$ cat config.mk
export PLATFORM = sky130hd
export DESIGN_NAME = newton_cubic_root_finder
export DESIGN_NICKNAME = d
export VERILOG_FILES = /design/src/rtl/ncrf_pkg.sv /design/src/rtl/ncrf_div.sv /design/src/rtl/ncrf_dp.sv /design/src/rtl/ncrf_ctrl.sv /design/src/rtl/newton_cubic_root_finder.sv
export SDC_FILE = /design/constraint.sdc
export NUM_CORES = 2
export LEC_CHECK = 0
export BUFFER_PORTS_ARGS = -buffer_cell sky130_fd_sc_hd__buf_2
export CAP_MARGIN = 20
export CORE_UTILIZATION = 65
export DETAILED_ROUTE_END_ITERATION = 10
export PLACE_DENSITY = 0.82
export SYNTH_ARGS = -nofsm -noshare
export SYNTH_HDL_FRONTEND = slang
export SYNTH_HIERARCHICAL = 1
export SYNTH_SLANG_ARGS = --single-unit
$ cat constraint.sdc
create_clock -name clk -period 33.6 [get_ports clk]
set_clock_uncertainty 0.2 [all_clocks]
set_input_delay 6.72 -clock clk [delete_from_list [all_inputs] [get_ports clk]]
set_output_delay 6.72 -clock clk [all_outputs]
set_load 0.02 [all_outputs]
$ cat src/rtl/ncrf_pkg.sv
// Shared types, constants and helper functions for the cubic root finder.
// Used by the divider, the datapath, the controller and the top level.
package ncrf_pkg;

	localparam int DATA_WIDTH = 32;
	localparam int FRAC_BITS = 24;
	localparam int DIV_WIDTH = DATA_WIDTH + FRAC_BITS;
	localparam int DIV_CNT_W = $clog2(DIV_WIDTH + 1);
	localparam int COUNT_W = 8;
	localparam int TOL_W = 31;
	localparam int UPC_W = 5;
	localparam int CFG_IDX_W = 1;
	localparam int CFG_DATA_W = 32;

	typedef logic signed [DATA_WIDTH-1:0] fx_t;
	typedef logic [DATA_WIDTH-1:0] umag_t;

	localparam fx_t FX_MAX = {1'b0, {(DATA_WIDTH-1){1'b1}}};
	localparam fx_t FX_MIN = {1'b1, {(DATA_WIDTH-1){1'b0}}};

	// Coefficients 0.1, 0.3 and 0.6, rounded to the nearest code.
	localparam longint C1_VAL = ((64'd1 << FRAC_BITS) + 64'd5) / 64'd10;
	localparam longint C3_VAL = ((64'd3 << FRAC_BITS) + 64'd5) / 64'd10;
	localparam longint C6_VAL = ((64'd6 << FRAC_BITS) + 64'd5) / 64'd10;
	localparam fx_t C_0P1 = fx_t'(C1_VAL);
	localparam fx_t C_0P3 = fx_t'(C3_VAL);
	localparam fx_t C_0P6 = fx_t'(C6_VAL);

	localparam logic [TOL_W-1:0] TOL_RESET = TOL_W'(167772);
	localparam logic [COUNT_W-1:0] LIMIT_RESET = COUNT_W'(64);

	localparam logic [CFG_IDX_W-1:0] REG_TOLERANCE = 1'b0;
	localparam logic [CFG_IDX_W-1:0] REG_ITER_LIMIT = 1'b1;

	localparam logic [1:0] STAT_CONVERGED = 2'd0;
	localparam logic [1:0] STAT_NO_ROOT = 2'd1;
	localparam logic [1:0] STAT_LIMIT = 2'd2;
	localparam logic [1:0] STAT_ZERO_DERIV = 2'd3;

	typedef struct packed {
		logic signed [31:0] lower_bound;
		logic signed [31:0] upper_bound;
	} in_item_t;

	typedef struct packed {
		logic signed [31:0] root;
		logic [7:0] iteration_count;
		logic [1:0] status;
	} out_item_t;

	typedef enum logic [2:0] {OP_NOP, OP_MUL, OP_RND, OP_ADD, OP_SUB} alu_op_t;
	typedef enum logic [2:0] {
		SRC_ZERO, SRC_X, SRC_X2, SRC_T, SRC_P, SRC_C1, SRC_C3, SRC_C6
	} src_t;
	typedef enum logic [2:0] {DST_NONE, DST_X2, DST_T, DST_P, DST_F, DST_D} dst_t;
	typedef enum logic [2:0] {XS_HOLD, XS_LO, XS_UP, XS_START, XS_NX} x_sel_t;
	typedef enum logic [2:0] {RES_CONV, RES_NOSIGN, RES_LIMIT, RES_DZERO, RES_MID} res_kind_t;

	typedef enum logic [3:0] {
		S_IDLE, S_XLO, S_EV_FLO, S_XUP, S_EV_FUP, S_D2, S_EV_D2, S_CHK,
		S_EV_D1, S_DCHK, S_EV_F, S_DIVGO, S_DIVWAIT, S_STEP, S_CONV, S_FINISH
	} state_t;

	typedef struct packed {
		alu_op_t op;
		src_t a_sel;
		src_t b_sel;
		dst_t dst;
		logic last;
	} uop_t;

	typedef struct packed {
		uop_t uop;
		x_sel_t x_sel;
		logic load_in;
		logic cap_flo;
		logic cap_fup;
		logic div_start;
		logic step;
		logic clr_count;
		logic pend_load;
		res_kind_t pend_kind;
		logic res_load;
	} cmd_t;

	typedef struct packed {
		logic no_sign;
		logic narrow;
		logic start_up;
		logic d_zero;
		logic conv;
		logic at_limit;
		logic div_busy;
		logic div_done;
	} stat_t;

	// Microcode entry points.
	localparam logic [UPC_W-1:0] UPC_F = UPC_W'(0);
	localparam logic [UPC_W-1:0] UPC_D1 = UPC_W'(11);
	localparam logic [UPC_W-1:0] UPC_D2 = UPC_W'(19);

	// f(x) = x^3 + 0.3x^2 - 0.6x - 0.1, f'(x) = 3x^2 + 0.6x - 0.6,
	// f''(x) = 6x + 0.6, each term saturated in the order given.
	function automatic uop_t ncrf_uop(input logic [UPC_W-1:0] pc);
		uop_t u;
		u = '{OP_NOP, SRC_ZERO, SRC_ZERO, DST_NONE, 1'b1};
		unique case (pc)
			5'd0: u = '{OP_MUL, SRC_X, SRC_X, DST_NONE, 1'b0};
			5'd1: u = '{OP_RND, SRC_ZERO, SRC_ZERO, DST_X2, 1'b0};
			5'd2: u = '{OP_MUL, SRC_X2, SRC_X, DST_NONE, 1'b0};
			5'd3: u = '{OP_RND, SRC_ZERO, SRC_ZERO, DST_T, 1'b0};
			5'd4: u = '{OP_MUL, SRC_C3, SRC_X2, DST_NONE, 1'b0};
			5'd5: u = '{OP_RND, SRC_ZERO, SRC_ZERO, DST_P, 1'b0};
			5'd6: u = '{OP_ADD, SRC_T, SRC_P, DST_T, 1'b0};
			5'd7: u = '{OP_MUL, SRC_C6, SRC_X, DST_NONE, 1'b0};
			5'd8: u = '{OP_RND, SRC_ZERO, SRC_ZERO, DST_P, 1'b0};
			5'd9: u = '{OP_SUB, SRC_T, SRC_P, DST_T, 1'b0};
			5'd10: u = '{OP_SUB, SRC_T, SRC_C1, DST_F, 1'b1};
			5'd11: u = '{OP_MUL, SRC_X, SRC_X, DST_NONE, 1'b0};
			5'd12: u = '{OP_RND, SRC_ZERO, SRC_ZERO, DST_X2, 1'b0};
			5'd13: u = '{OP_ADD, SRC_X2, SRC_X2, DST_T, 1'b0};
			5'd14: u = '{OP_ADD, SRC_T, SRC_X2, DST_T, 1'b0};
			5'd15: u = '{OP_MUL, SRC_C6, SRC_X, DST_NONE, 1'b0};
			5'd16: u = '{OP_RND, SRC_ZERO, SRC_ZERO, DST_P, 1'b0};
			5'd17: u = '{OP_ADD, SRC_T, SRC_P, DST_T, 1'b0};
			5'd18: u = '{OP_SUB, SRC_T, SRC_C6, DST_D, 1'b1};
			5'd19: u = '{OP_ADD, SRC_ZERO, SRC_X, DST_T, 1'b0};
			5'd20: u = '{OP_ADD, SRC_T, SRC_X, DST_T, 1'b0};
			5'd21: u = '{OP_ADD, SRC_T, SRC_X, DST_T, 1'b0};
			5'd22: u = '{OP_ADD, SRC_T, SRC_X, DST_T, 1'b0};
			5'd23: u = '{OP_ADD, SRC_T, SRC_X, DST_T, 1'b0};
			5'd24: u = '{OP_ADD, SRC_T, SRC_X, DST_T, 1'b0};
			5'd25: u = '{OP_ADD, SRC_T, SRC_C6, DST_D, 1'b1};
			default: u = '{OP_NOP, SRC_ZERO, SRC_ZERO, DST_NONE, 1'b1};
		endcase
		return u;
	endfunction

	function automatic umag_t ncrf_mag(input fx_t v);
		return v[DATA_WIDTH-1] ? umag_t'(-v) : umag_t'(v);
	endfunction

	function automatic fx_t ncrf_sat(input logic signed [DATA_WIDTH:0] v);
		if (v[DATA_WIDTH] != v[DATA_WIDTH-1]) begin
			return v[DATA_WIDTH] ? FX_MIN : FX_MAX;
		end
		return v[DATA_WIDTH-1:0];
	endfunction

	function automatic logic [DATA_WIDTH:0] ncrf_dist(input fx_t a, input fx_t b);
		logic signed [DATA_WIDTH:0] d;
		d = {a[DATA_WIDTH-1], a} - {b[DATA_WIDTH-1], b};
		return d[DATA_WIDTH] ? (DATA_WIDTH+1)'(-d) : (DATA_WIDTH+1)'(d);
	endfunction

endpackage

$ cat src/rtl/ncrf_div.sv
// Sequential restoring divider for the Newton quotient, one bit per cycle.
// Depends on ncrf_pkg for widths, the magnitude helper and the saturation limits.
module ncrf_div (
	input  logic clk,
	input  logic arst_n,
	input  logic start,
	input  ncrf_pkg::fx_t num,
	input  ncrf_pkg::fx_t den,
	output logic busy,
	output logic done,
	output ncrf_pkg::fx_t quo
);

	logic [ncrf_pkg::DIV_WIDTH-1:0] work_q;
	logic [ncrf_pkg::DATA_WIDTH-1:0] rem_q;
	logic [ncrf_pkg::DATA_WIDTH-1:0] den_q;
	logic neg_q;
	logic [ncrf_pkg::DIV_CNT_W-1:0] cnt_q;
	logic busy_q;
	logic done_q;
	ncrf_pkg::fx_t quo_q;

	logic [ncrf_pkg::DATA_WIDTH:0] rem2;
	logic [ncrf_pkg::DATA_WIDTH:0] rem_sub;
	logic ge;
	logic [ncrf_pkg::DIV_WIDTH-1:0] lim;
	ncrf_pkg::fx_t quo_d;

	assign rem2 = {rem_q, work_q[ncrf_pkg::DIV_WIDTH-1]};
	assign ge = rem2 >= {1'b0, den_q};
	assign rem_sub = rem2 - {1'b0, den_q};

	// The quotient saturates toward the signed range, one code wider when negative.
	always_comb begin
		lim = ncrf_pkg::DIV_WIDTH'(ncrf_pkg::FX_MAX) + ncrf_pkg::DIV_WIDTH'(neg_q);
		if (work_q > lim) begin
			quo_d = neg_q ? ncrf_pkg::FX_MIN : ncrf_pkg::FX_MAX;
		end else if (neg_q) begin
			quo_d = -ncrf_pkg::fx_t'(work_q[ncrf_pkg::DATA_WIDTH-1:0]);
		end else begin
			quo_d = ncrf_pkg::fx_t'(work_q[ncrf_pkg::DATA_WIDTH-1:0]);
		end
	end

	always_ff @(posedge clk or negedge arst_n) begin
		if (!arst_n) begin
			busy_q <= 1'b0;
			done_q <= 1'b0;
			cnt_q <= '0;
		end else begin
			done_q <= 1'b0;
			if (start) begin
				busy_q <= 1'b1;
				cnt_q <= ncrf_pkg::DIV_CNT_W'(ncrf_pkg::DIV_WIDTH);
			end else if (busy_q) begin
				if (cnt_q == '0) begin
					busy_q <= 1'b0;
					done_q <= 1'b1;
				end else begin
					cnt_q <= cnt_q - 1'b1;
				end
			end
		end
	end

	always_ff @(posedge clk) begin
		if (start) begin
			work_q <= {ncrf_pkg::ncrf_mag(num), {ncrf_pkg::FRAC_BITS{1'b0}}};
			rem_q <= '0;
			den_q <= ncrf_pkg::ncrf_mag(den);
			neg_q <= num[ncrf_pkg::DATA_WIDTH-1] ^ den[ncrf_pkg::DATA_WIDTH-1];
		end else if (busy_q) begin
			if (cnt_q == '0) begin
				quo_q <= quo_d;
			end else begin
				rem_q <= ge ? rem_sub[ncrf_pkg::DATA_WIDTH-1:0] : rem2[ncrf_pkg::DATA_WIDTH-1:0];
				work_q <= {work_q[ncrf_pkg::DIV_WIDTH-2:0], ge};
			end
		end
	end

	assign busy = busy_q;
	assign done = done_q;
	assign quo = quo_q;

endmodule

$ cat src/rtl/ncrf_dp.sv
// Datapath: operand registers, a shared multiply/add unit, the divider,
// configuration registers and the result registers. Depends on ncrf_pkg, ncrf_div.
module ncrf_dp (
	input  logic clk,
	input  logic arst_n,
	input  ncrf_pkg::cmd_t cmd,
	output ncrf_pkg::stat_t stat,
	input  ncrf_pkg::in_item_t in_data,
	input  logic cfg_we,
	input  logic [ncrf_pkg::CFG_IDX_W-1:0] cfg_index,
	input  logic [ncrf_pkg::CFG_DATA_W-1:0] cfg_data,
	output ncrf_pkg::out_item_t out_data
);

	ncrf_pkg::fx_t lo_q, up_q, x_q, x2_q, t_q, p_q, f_q, d_q, nx_q;
	logic flo_neg_q, flo_zero_q, fup_neg_q, fup_zero_q;
	logic [ncrf_pkg::COUNT_W-1:0] cnt_q;
	logic [ncrf_pkg::TOL_W-1:0] tol_q;
	logic [ncrf_pkg::COUNT_W-1:0] lim_q;
	logic [2*ncrf_pkg::DATA_WIDTH-1:0] prod_s1;
	logic pneg_s1;
	ncrf_pkg::fx_t pend_root_q;
	logic [ncrf_pkg::COUNT_W-1:0] pend_cnt_q;
	logic [1:0] pend_stat_q;
	ncrf_pkg::out_item_t res_q;

	ncrf_pkg::fx_t opa, opb, alu_res, quo, mid;
	logic [2*ncrf_pkg::DATA_WIDTH:0] rsum;
	logic [2*ncrf_pkg::DATA_WIDTH-ncrf_pkg::FRAC_BITS:0] rsh;
	logic [2*ncrf_pkg::DATA_WIDTH-ncrf_pkg::FRAC_BITS:0] rlim;
	logic signed [ncrf_pkg::DATA_WIDTH:0] sum_w;
	logic [ncrf_pkg::COUNT_W-1:0] lim_eff;
	logic div_busy, div_done;

	function automatic ncrf_pkg::fx_t pick(input ncrf_pkg::src_t s, input ncrf_pkg::fx_t x,
			input ncrf_pkg::fx_t x2, input ncrf_pkg::fx_t t, input ncrf_pkg::fx_t p);
		ncrf_pkg::fx_t v;
		case (s)
			ncrf_pkg::SRC_X: v = x;
			ncrf_pkg::SRC_X2: v = x2;
			ncrf_pkg::SRC_T: v = t;
			ncrf_pkg::SRC_P: v = p;
			ncrf_pkg::SRC_C1: v = ncrf_pkg::C_0P1;
			ncrf_pkg::SRC_C3: v = ncrf_pkg::C_0P3;
			ncrf_pkg::SRC_C6: v = ncrf_pkg::C_0P6;
			default: v = '0;
		endcase
		return v;
	endfunction

	assign opa = pick(cmd.uop.a_sel, x_q, x2_q, t_q, p_q);
	assign opb = pick(cmd.uop.b_sel, x_q, x2_q, t_q, p_q);

	// Rounding of the staged product (add half an LSB, drop the fraction, saturate), and saturating add/subtract.
	always_comb begin
		rsum = {1'b0, prod_s1} + ((2*ncrf_pkg::DATA_WIDTH+1)'(1) << (ncrf_pkg::FRAC_BITS - 1));
		rsh = rsum[2*ncrf_pkg::DATA_WIDTH:ncrf_pkg::FRAC_BITS];
		rlim = $bits(rlim)'(ncrf_pkg::FX_MAX) + $bits(rlim)'(pneg_s1);
		case (cmd.uop.op)
			ncrf_pkg::OP_RND: begin
				if (rsh > rlim) begin
					alu_res = pneg_s1 ? ncrf_pkg::FX_MIN : ncrf_pkg::FX_MAX;
				end else begin
					alu_res = pneg_s1 ? -ncrf_pkg::fx_t'(rsh[ncrf_pkg::DATA_WIDTH-1:0])
						: ncrf_pkg::fx_t'(rsh[ncrf_pkg::DATA_WIDTH-1:0]);
				end
			end
			ncrf_pkg::OP_ADD: alu_res = ncrf_pkg::ncrf_sat({opa[ncrf_pkg::DATA_WIDTH-1], opa}
				+ {opb[ncrf_pkg::DATA_WIDTH-1], opb});
			ncrf_pkg::OP_SUB: alu_res = ncrf_pkg::ncrf_sat({opa[ncrf_pkg::DATA_WIDTH-1], opa}
				- {opb[ncrf_pkg::DATA_WIDTH-1], opb});
			default: alu_res = '0;
		endcase
	end

	assign sum_w = {lo_q[ncrf_pkg::DATA_WIDTH-1], lo_q} + {up_q[ncrf_pkg::DATA_WIDTH-1], up_q};
	assign mid = sum_w[ncrf_pkg::DATA_WIDTH:1];
	assign lim_eff = (lim_q == '0) ? ncrf_pkg::COUNT_W'(1) : lim_q;

	ncrf_div u_div (
		.clk(clk),
		.arst_n(arst_n),
		.start(cmd.div_start),
		.num(f_q),
		.den(d_q),
		.busy(div_busy),
		.done(div_done),
		.quo(quo)
	);

	always_comb begin
		stat.no_sign = flo_zero_q | fup_zero_q | (flo_neg_q == fup_neg_q);
		stat.narrow = ncrf_pkg::ncrf_dist(up_q, lo_q) < (ncrf_pkg::DATA_WIDTH+1)'(tol_q);
		stat.d_zero = (d_q == '0);
		stat.start_up = !fup_zero_q && !stat.d_zero && (fup_neg_q == d_q[ncrf_pkg::DATA_WIDTH-1]);
		stat.conv = ncrf_pkg::ncrf_dist(nx_q, x_q) < (ncrf_pkg::DATA_WIDTH+1)'(tol_q);
		stat.at_limit = cnt_q >= lim_eff;
		stat.div_busy = div_busy;
		stat.div_done = div_done;
	end

	always_ff @(posedge clk or negedge arst_n) begin
		if (!arst_n) begin
			tol_q <= ncrf_pkg::TOL_RESET;
			lim_q <= ncrf_pkg::LIMIT_RESET;
		end else if (cfg_we) begin
			unique case (cfg_index)
				ncrf_pkg::REG_TOLERANCE: tol_q <= cfg_data[ncrf_pkg::TOL_W-1:0];
				ncrf_pkg::REG_ITER_LIMIT: lim_q <= cfg_data[ncrf_pkg::COUNT_W-1:0];
				default: ;
			endcase
		end
	end

	always_ff @(posedge clk) begin
		if (cmd.load_in) begin
			lo_q <= in_data.lower_bound;
			up_q <= in_data.upper_bound;
		end
		case (cmd.x_sel)
			ncrf_pkg::XS_LO: x_q <= lo_q;
			ncrf_pkg::XS_UP: x_q <= up_q;
			ncrf_pkg::XS_START: x_q <= stat.start_up ? up_q : lo_q;
			ncrf_pkg::XS_NX: x_q <= nx_q;
			default: ;
		endcase
		if (cmd.uop.op == ncrf_pkg::OP_MUL) begin
			prod_s1 <= ncrf_pkg::ncrf_mag(opa) * ncrf_pkg::ncrf_mag(opb);
			pneg_s1 <= opa[ncrf_pkg::DATA_WIDTH-1] ^ opb[ncrf_pkg::DATA_WIDTH-1];
		end
		case (cmd.uop.dst)
			ncrf_pkg::DST_X2: x2_q <= alu_res;
			ncrf_pkg::DST_T: t_q <= alu_res;
			ncrf_pkg::DST_P: p_q <= alu_res;
			ncrf_pkg::DST_F: f_q <= alu_res;
			ncrf_pkg::DST_D: d_q <= alu_res;
			default: ;
		endcase
		if (cmd.cap_flo) begin
			flo_neg_q <= f_q[ncrf_pkg::DATA_WIDTH-1];
			flo_zero_q <= (f_q == '0);
		end
		if (cmd.cap_fup) begin
			fup_neg_q <= f_q[ncrf_pkg::DATA_WIDTH-1];
			fup_zero_q <= (f_q == '0);
		end
		if (cmd.clr_count) begin
			cnt_q <= '0;
		end else if (cmd.step) begin
			cnt_q <= cnt_q + 1'b1;
		end
		if (cmd.step) begin
			nx_q <= ncrf_pkg::ncrf_sat({x_q[ncrf_pkg::DATA_WIDTH-1], x_q}
				- {quo[ncrf_pkg::DATA_WIDTH-1], quo});
		end
		if (cmd.pend_load) begin
			case (cmd.pend_kind)
				ncrf_pkg::RES_CONV: begin
					pend_root_q <= nx_q;
					pend_cnt_q <= cnt_q;
					pend_stat_q <= ncrf_pkg::STAT_CONVERGED;
				end
				ncrf_pkg::RES_LIMIT: begin
					pend_root_q <= nx_q;
					pend_cnt_q <= cnt_q;
					pend_stat_q <= ncrf_pkg::STAT_LIMIT;
				end
				ncrf_pkg::RES_DZERO: begin
					pend_root_q <= x_q;
					pend_cnt_q <= cnt_q;
					pend_stat_q <= ncrf_pkg::STAT_ZERO_DERIV;
				end
				ncrf_pkg::RES_MID: begin
					pend_root_q <= mid;
					pend_cnt_q <= '0;
					pend_stat_q <= ncrf_pkg::STAT_CONVERGED;
				end
				default: begin
					pend_root_q <= '0;
					pend_cnt_q <= '0;
					pend_stat_q <= ncrf_pkg::STAT_NO_ROOT;
				end
			endcase
		end
		if (cmd.res_load) begin
			res_q.root <= pend_root_q;
			res_q.iteration_count <= pend_cnt_q;
			res_q.status <= pend_stat_q;
		end
	end

	assign out_data = res_q;

endmodule

$ cat src/rtl/ncrf_ctrl.sv
// Controller: sequences the microcode routines for f, f' and f'', the divider
// and the Newton loop, and owns the input and output handshakes. Depends on ncrf_pkg.
module ncrf_ctrl (
	input  logic clk,
	input  logic arst_n,
	input  logic in_valid,
	output logic in_ready,
	output logic out_valid,
	input  logic out_ready,
	input  ncrf_pkg::stat_t stat,
	output ncrf_pkg::cmd_t cmd
);

	ncrf_pkg::state_t state_q, state_d;
	logic [ncrf_pkg::UPC_W-1:0] pc_q, pc_d;
	logic out_valid_q;
	ncrf_pkg::uop_t uop;
	logic out_free;

	assign uop = ncrf_pkg::ncrf_uop(pc_q);
	assign out_free = !out_valid_q || out_ready;

	always_comb begin
		state_d = state_q;
		pc_d = pc_q;
		unique case (state_q)
			ncrf_pkg::S_IDLE: if (in_valid) state_d = ncrf_pkg::S_XLO;
			ncrf_pkg::S_XLO: begin
				state_d = ncrf_pkg::S_EV_FLO;
				pc_d = ncrf_pkg::UPC_F;
			end
			ncrf_pkg::S_EV_FLO: begin
				pc_d = pc_q + 1'b1;
				if (uop.last) state_d = ncrf_pkg::S_XUP;
			end
			ncrf_pkg::S_XUP: begin
				state_d = ncrf_pkg::S_EV_FUP;
				pc_d = ncrf_pkg::UPC_F;
			end
			ncrf_pkg::S_EV_FUP: begin
				pc_d = pc_q + 1'b1;
				if (uop.last) state_d = ncrf_pkg::S_D2;
			end
			ncrf_pkg::S_D2: begin
				state_d = ncrf_pkg::S_EV_D2;
				pc_d = ncrf_pkg::UPC_D2;
			end
			ncrf_pkg::S_EV_D2: begin
				pc_d = pc_q + 1'b1;
				if (uop.last) state_d = ncrf_pkg::S_CHK;
			end
			ncrf_pkg::S_CHK: begin
				if (stat.no_sign || stat.narrow) begin
					state_d = ncrf_pkg::S_FINISH;
				end else begin
					state_d = ncrf_pkg::S_EV_D1;
					pc_d = ncrf_pkg::UPC_D1;
				end
			end
			ncrf_pkg::S_EV_D1: begin
				pc_d = pc_q + 1'b1;
				if (uop.last) state_d = ncrf_pkg::S_DCHK;
			end
			ncrf_pkg::S_DCHK: begin
				if (stat.d_zero) begin
					state_d = ncrf_pkg::S_FINISH;
				end else begin
					state_d = ncrf_pkg::S_EV_F;
					pc_d = ncrf_pkg::UPC_F;
				end
			end
			ncrf_pkg::S_EV_F: begin
				pc_d = pc_q + 1'b1;
				if (uop.last) state_d = ncrf_pkg::S_DIVGO;
			end
			ncrf_pkg::S_DIVGO: state_d = ncrf_pkg::S_DIVWAIT;
			ncrf_pkg::S_DIVWAIT: if (stat.div_done) state_d = ncrf_pkg::S_STEP;
			ncrf_pkg::S_STEP: state_d = ncrf_pkg::S_CONV;
			ncrf_pkg::S_CONV: begin
				if (stat.conv || stat.at_limit) begin
					state_d = ncrf_pkg::S_FINISH;
				end else begin
					state_d = ncrf_pkg::S_EV_D1;
					pc_d = ncrf_pkg::UPC_D1;
				end
			end
			ncrf_pkg::S_FINISH: if (out_free) state_d = ncrf_pkg::S_IDLE;
			default: state_d = ncrf_pkg::S_IDLE;
		endcase
	end

	always_comb begin
		cmd = '0;
		cmd.uop = '{ncrf_pkg::OP_NOP, ncrf_pkg::SRC_ZERO, ncrf_pkg::SRC_ZERO,
			ncrf_pkg::DST_NONE, 1'b0};
		cmd.x_sel = ncrf_pkg::XS_HOLD;
		cmd.pend_kind = ncrf_pkg::RES_NOSIGN;
		in_ready = 1'b0;
		unique case (state_q)
			ncrf_pkg::S_IDLE: begin
				in_ready = 1'b1;
				cmd.load_in = in_valid;
			end
			ncrf_pkg::S_XLO: cmd.x_sel = ncrf_pkg::XS_LO;
			ncrf_pkg::S_XUP: begin
				cmd.cap_flo = 1'b1;
				cmd.x_sel = ncrf_pkg::XS_UP;
			end
			ncrf_pkg::S_D2: cmd.cap_fup = 1'b1;
			ncrf_pkg::S_EV_FLO, ncrf_pkg::S_EV_FUP, ncrf_pkg::S_EV_D2,
			ncrf_pkg::S_EV_D1, ncrf_pkg::S_EV_F: cmd.uop = uop;
			ncrf_pkg::S_CHK: begin
				if (stat.no_sign) begin
					cmd.pend_load = 1'b1;
					cmd.pend_kind = ncrf_pkg::RES_NOSIGN;
				end else if (stat.narrow) begin
					cmd.pend_load = 1'b1;
					cmd.pend_kind = ncrf_pkg::RES_MID;
				end else begin
					cmd.x_sel = ncrf_pkg::XS_START;
					cmd.clr_count = 1'b1;
				end
			end
			ncrf_pkg::S_DCHK: begin
				cmd.pend_load = stat.d_zero;
				cmd.pend_kind = ncrf_pkg::RES_DZERO;
			end
			ncrf_pkg::S_DIVGO: cmd.div_start = 1'b1;
			ncrf_pkg::S_STEP: cmd.step = 1'b1;
			ncrf_pkg::S_CONV: begin
				if (stat.conv) begin
					cmd.pend_load = 1'b1;
					cmd.pend_kind = ncrf_pkg::RES_CONV;
				end else begin
					cmd.x_sel = ncrf_pkg::XS_NX;
					cmd.pend_load = stat.at_limit;
					cmd.pend_kind = ncrf_pkg::RES_LIMIT;
				end
			end
			ncrf_pkg::S_FINISH: cmd.res_load = out_free;
			default: ;
		endcase
	end

	always_ff @(posedge clk or negedge arst_n) begin
		if (!arst_n) begin
			state_q <= ncrf_pkg::S_IDLE;
			pc_q <= '0;
			out_valid_q <= 1'b0;
		end else begin
			state_q <= state_d;
			pc_q <= pc_d;
			if (cmd.res_load) begin
				out_valid_q <= 1'b1;
			end else if (out_ready) begin
				out_valid_q <= 1'b0;
			end
		end
	end

	assign out_valid = out_valid_q;

	a_div_idle: assert property (@(posedge clk) disable iff (!arst_n)
		cmd.div_start |-> !stat.div_busy)
		else $error("divider started while busy");
	a_accept_seq: assert property (@(posedge clk) disable iff (!arst_n)
		(in_valid && in_ready) |=> (state_q == ncrf_pkg::S_XLO))
		else $error("accepted transaction did not start evaluation");
	a_div_nonzero: assert property (@(posedge clk) disable iff (!arst_n)
		(state_q == ncrf_pkg::S_DIVGO) |-> !stat.d_zero)
		else $error("division by zero derivative");
	a_done_wait: assert property (@(posedge clk) disable iff (!arst_n)
		stat.div_done |-> (state_q == ncrf_pkg::S_DIVWAIT))
		else $error("divider finished outside wait state");

endmodule

$ cat src/rtl/newton_cubic_root_finder.sv
// Newton-Raphson root finder for x^3 + 0.3x^2 - 0.6x - 0.1 over an interval.
// Evaluation comes before the first Newton step; each step is mostly the wait on the
// one-bit-per-cycle divider and the microcoded evaluation. Transactions are handled
// one at a time: a new one is accepted once the last result has been loaded.
// Reset: asynchronous, active low; tolerance and iteration_limit return to defaults.
// Depends on ncrf_pkg, ncrf_ctrl, ncrf_dp.
module newton_cubic_root_finder (
	input  logic clk,
	input  logic arst_n,
	input  logic in_valid,
	output logic in_ready,
	input  ncrf_pkg::in_item_t in_data,
	output logic out_valid,
	input  logic out_ready,
	output ncrf_pkg::out_item_t out_data,
	input  logic cfg_valid,
	output logic cfg_ready,
	input  logic [ncrf_pkg::CFG_IDX_W-1:0] cfg_index,
	input  logic [ncrf_pkg::CFG_DATA_W-1:0] cfg_data
);

	ncrf_pkg::cmd_t cmd;
	ncrf_pkg::stat_t stat;

	assign cfg_ready = 1'b1;

	ncrf_ctrl u_ctrl (
		.clk(clk),
		.arst_n(arst_n),
		.in_valid(in_valid),
		.in_ready(in_ready),
		.out_valid(out_valid),
		.out_ready(out_ready),
		.stat(stat),
		.cmd(cmd)
	);

	ncrf_dp u_dp (
		.clk(clk),
		.arst_n(arst_n),
		.cmd(cmd),
		.stat(stat),
		.in_data(in_data),
		.cfg_we(cfg_valid && cfg_ready),
		.cfg_index(cfg_index),
		.cfg_data(cfg_data),
		.out_data(out_data)
	);

endmodule
==> implementation parameters <==
Parameter                              Value

Status
  Run status    finished, final reports clean

Cells and area
  Sequential standard cell area    about 0.018 mm2
  FILL cells    roughly 9,200
  Final non-filler cell area    between 0.08 and 0.09 mm2
  Top reg by flops    u_dp/u_div/work_q
  Fraction of layout cells with a size suffix above 1    under 10%
  Synthesis-to-finish area growth    6.53%
  Total area of multi-input combinational cells    roughly 0.056 mm2
  Non-filler cells in the finished layout    between 10,000 and 15,000
  Flip-flop count of the largest register, all copies and words added    56
  Total number of nets in the final design    around 11,000

Min path
  Hold worst-path end    u_dp/out_data[1]
  Worst hold path type    reg2reg
  Hold path cells    0
  Hold Crit Start    u_dp/pend_stat_q[1]

Routing
  # DRC    0
  Iteration count of the initial detailed-routing pass    6
  Antenna viol nets, final    0
  Vias after detailed routing    69,958
  Vias per Instance    roughly 6.5
  Total wire length after detailed routing    260 mm
  DRC violation total after the first TritonRoute iteration    approximately 8,000
  DR WL/cell    roughly 24 um

STA
  Count of endpoints failing setup in the final report    0
  Accumulated negative setup slack    0 ps
  Fin. max-slew vios    0
  Fin. Hold Viols    0
  RSZ-0062 raised after global routing    false
  Fraction of the cycle the final worst path needs    44.8%
  Maximum clock frequency    0.0664 GHz
  Fin crit period    about 15,000 ps
  Transition time at the pin with the least slew margin    approximately 1300 ps
  Slew Limit Headroom    between 10% and 20%

Worst setup path
  Highest net fanout along the worst path    52
  Number of cells on the worst reg-to-reg path    43
  Critical path start-end classification    reg2reg
  Critical path launch point type    flip-flop
  Worst setup EP type    flip-flop
  R2R Path Start    u_ctrl/pc_q[0]
  Most used cell, CP    sky130_fd_sc_hd__fa_1
  Worst endpoint data arrival time    about 15,000 ps
  Master of the slowest instance on the critical path    sky130_fd_sc_hd__dfrtp_1
  Setup slack of the most critical reg-to-reg path    18,540 ps
  Stage delay of the slowest cell on the critical path    approximately 700 ps
  Required time reported for the critical path endpoint    between 30,000 and 40,000 ps
  End of the worst register-to-register path    u_dp/prod_s1[59]

Die
  Die Y    354 um
  Initial core utilization    between 60% and 70%
  DIE AREA    approximately 0.13 mm2
  Die X-Extent    354 um
  FP Rows    ~130
  I/O pins    about 150
  Area inside the core boundary    around 0.12 mm2

Placed design
  Post-detail-place hpwl    between 150 and 200 mm
  Buffers on Ports    144
  Area after detailed placement    roughly 0.084 mm2
  # placed instances    between 10,000 and 15,000
  Last weighted congestion value of the routability-driven placer    1.08

Clock tree
  Clk sink count    636
  Clock tree root buffer cell    sky130_fd_sc_hd__clkbuf_16
  Post-cts sizing count    0
  Buffers inserted by post-CTS timing repair    0
  Clock-pin transition on the worst setup and hold timing paths    60 ps
  Clock buffer count from CTS    67
  Latest clock arrival within the worst-skew pair    around 640 ps
  CTS tree    done
  Deepest level of the CTS H-tree    3
  Number of buffers inserted by hold repair at cts    0
  Buffer levels on the longest clock path    3

GRT
  Number of global-route vias before repair    69,466
  Number of antenna violations at the first check in global routing    8
  Global-route wire length before repair    just under 400 mm
  Total GRT Usage    about two fifths
  Maximum number of pins on one net before global-route repair    90
  Total congestion overflow after global routing    0

Logic synthesis
  Count of warnings emitted by yosys    6
  Synthesized net count    approximately 11,000
  Syn Area/Cell    between 8 and 9 um2
  Summed instance area of the synthesized netlist    slightly above 0.08 mm2
  Gate count of the mapped netlist    9,133

Run
  Max-Cap Viols    0
==> per-layer routing <==
layer,track usage [%],share of wire (%),up-vias
met5,0,0.016,-
met4,30.6,9.0,8
met3,9.39,11,1177
met2,64.5,44,4497
met1,50.1,35,33788
li1,-,-,30488
==> worst max-delay path by stage <==
stage                            startpoint          endpoint  slack (ps)
after floorplan              u_ctrl/pc_q[0]  u_dp/prod_s1[58]       21840
after global placement       u_ctrl/pc_q[0]  u_dp/prod_s1[58]       18770
after detailed placement  u_ctrl/state_q[2]  u_dp/prod_s1[58]       18940
after CTS                 u_ctrl/state_q[2]  u_dp/prod_s1[58]       18930
after global routing         u_ctrl/pc_q[0]  u_dp/prod_s1[58]       18000
final                        u_ctrl/pc_q[0]  u_dp/prod_s1[59]       18540
==> layout by cell type, fill, tap and decap left out, types with 60 or more instances in the layout <==
cell,count
sky130_fd_sc_hd__fa_1,902
sky130_fd_sc_hd__clkbuf_16,71
sky130_fd_sc_hd__buf_4,178
sky130_fd_sc_hd__nor2_1,902
sky130_fd_sc_hd__o21ai_0,375
sky130_fd_sc_hd__o31ai_1,60
sky130_fd_sc_hd__ha_1,636
sky130_fd_sc_hd__edfxtp_1,515
sky130_fd_sc_hd__dfxtp_1,64
sky130_fd_sc_hd__nor2b_1,104
sky130_fd_sc_hd__a21o_1,137
sky130_fd_sc_hd__a21oi_1,536
sky130_fd_sc_hd__o21bai_1,60
sky130_fd_sc_hd__nor3_1,150
sky130_fd_sc_hd__buf_2,144
sky130_fd_sc_hd__xnor2_1,310
sky130_fd_sc_hd__o22ai_1,67
sky130_fd_sc_hd__nand2_1,968
sky130_fd_sc_hd__nor4_1,66
sky130_fd_sc_hd__a31oi_1,62
sky130_fd_sc_hd__xor2_1,131
sky130_fd_sc_hd__inv_1,1316
sky130_fd_sc_hd__nand2b_1,79
sky130_fd_sc_hd__nand4_1,82
sky130_fd_sc_hd__nand3_1,138
==> per-stage QoR <==
stage	utilization (%)	worst slack [ps]	hold slack, ps
2_1_floorplan	-	21840	200
6_report	70.1	18540	218
5_1_grt	70.1	18000	220
3_5_place_dp	68.2	18940	205
3_3_place_gp	68.2	18770	201
4_1_cts	70.0	18930	218
==> final cells by class <==
cell class                      instances  share of cell area [%]
Antenna cell                            4                  0.0116
Clock buffer                           87                    2.17
Clock inverter                         35                   0.416
Inverter                             1327                    5.80
Multi-Input combinational cell       6743                    65.6
Sequential cell                       636                    21.2
Tap cell                             1625                    2.37
Timing Repair Buffer                  327                    2.51
==> critical path, delay by kind of cell, from the launching register on <==
family,cells,cell delay (ps)
xor gates and xnor gates,1,580
AOI/OAI and AO/OA,8,2100
DFF,1,700
buffers and inverters,9,2390
adders and majority gates,11,5170
and+or+nand+nor,14,3700
Power is not shown: default switching activity piles up to over one toggle a cycle in this logic, so the estimate is an artifact.
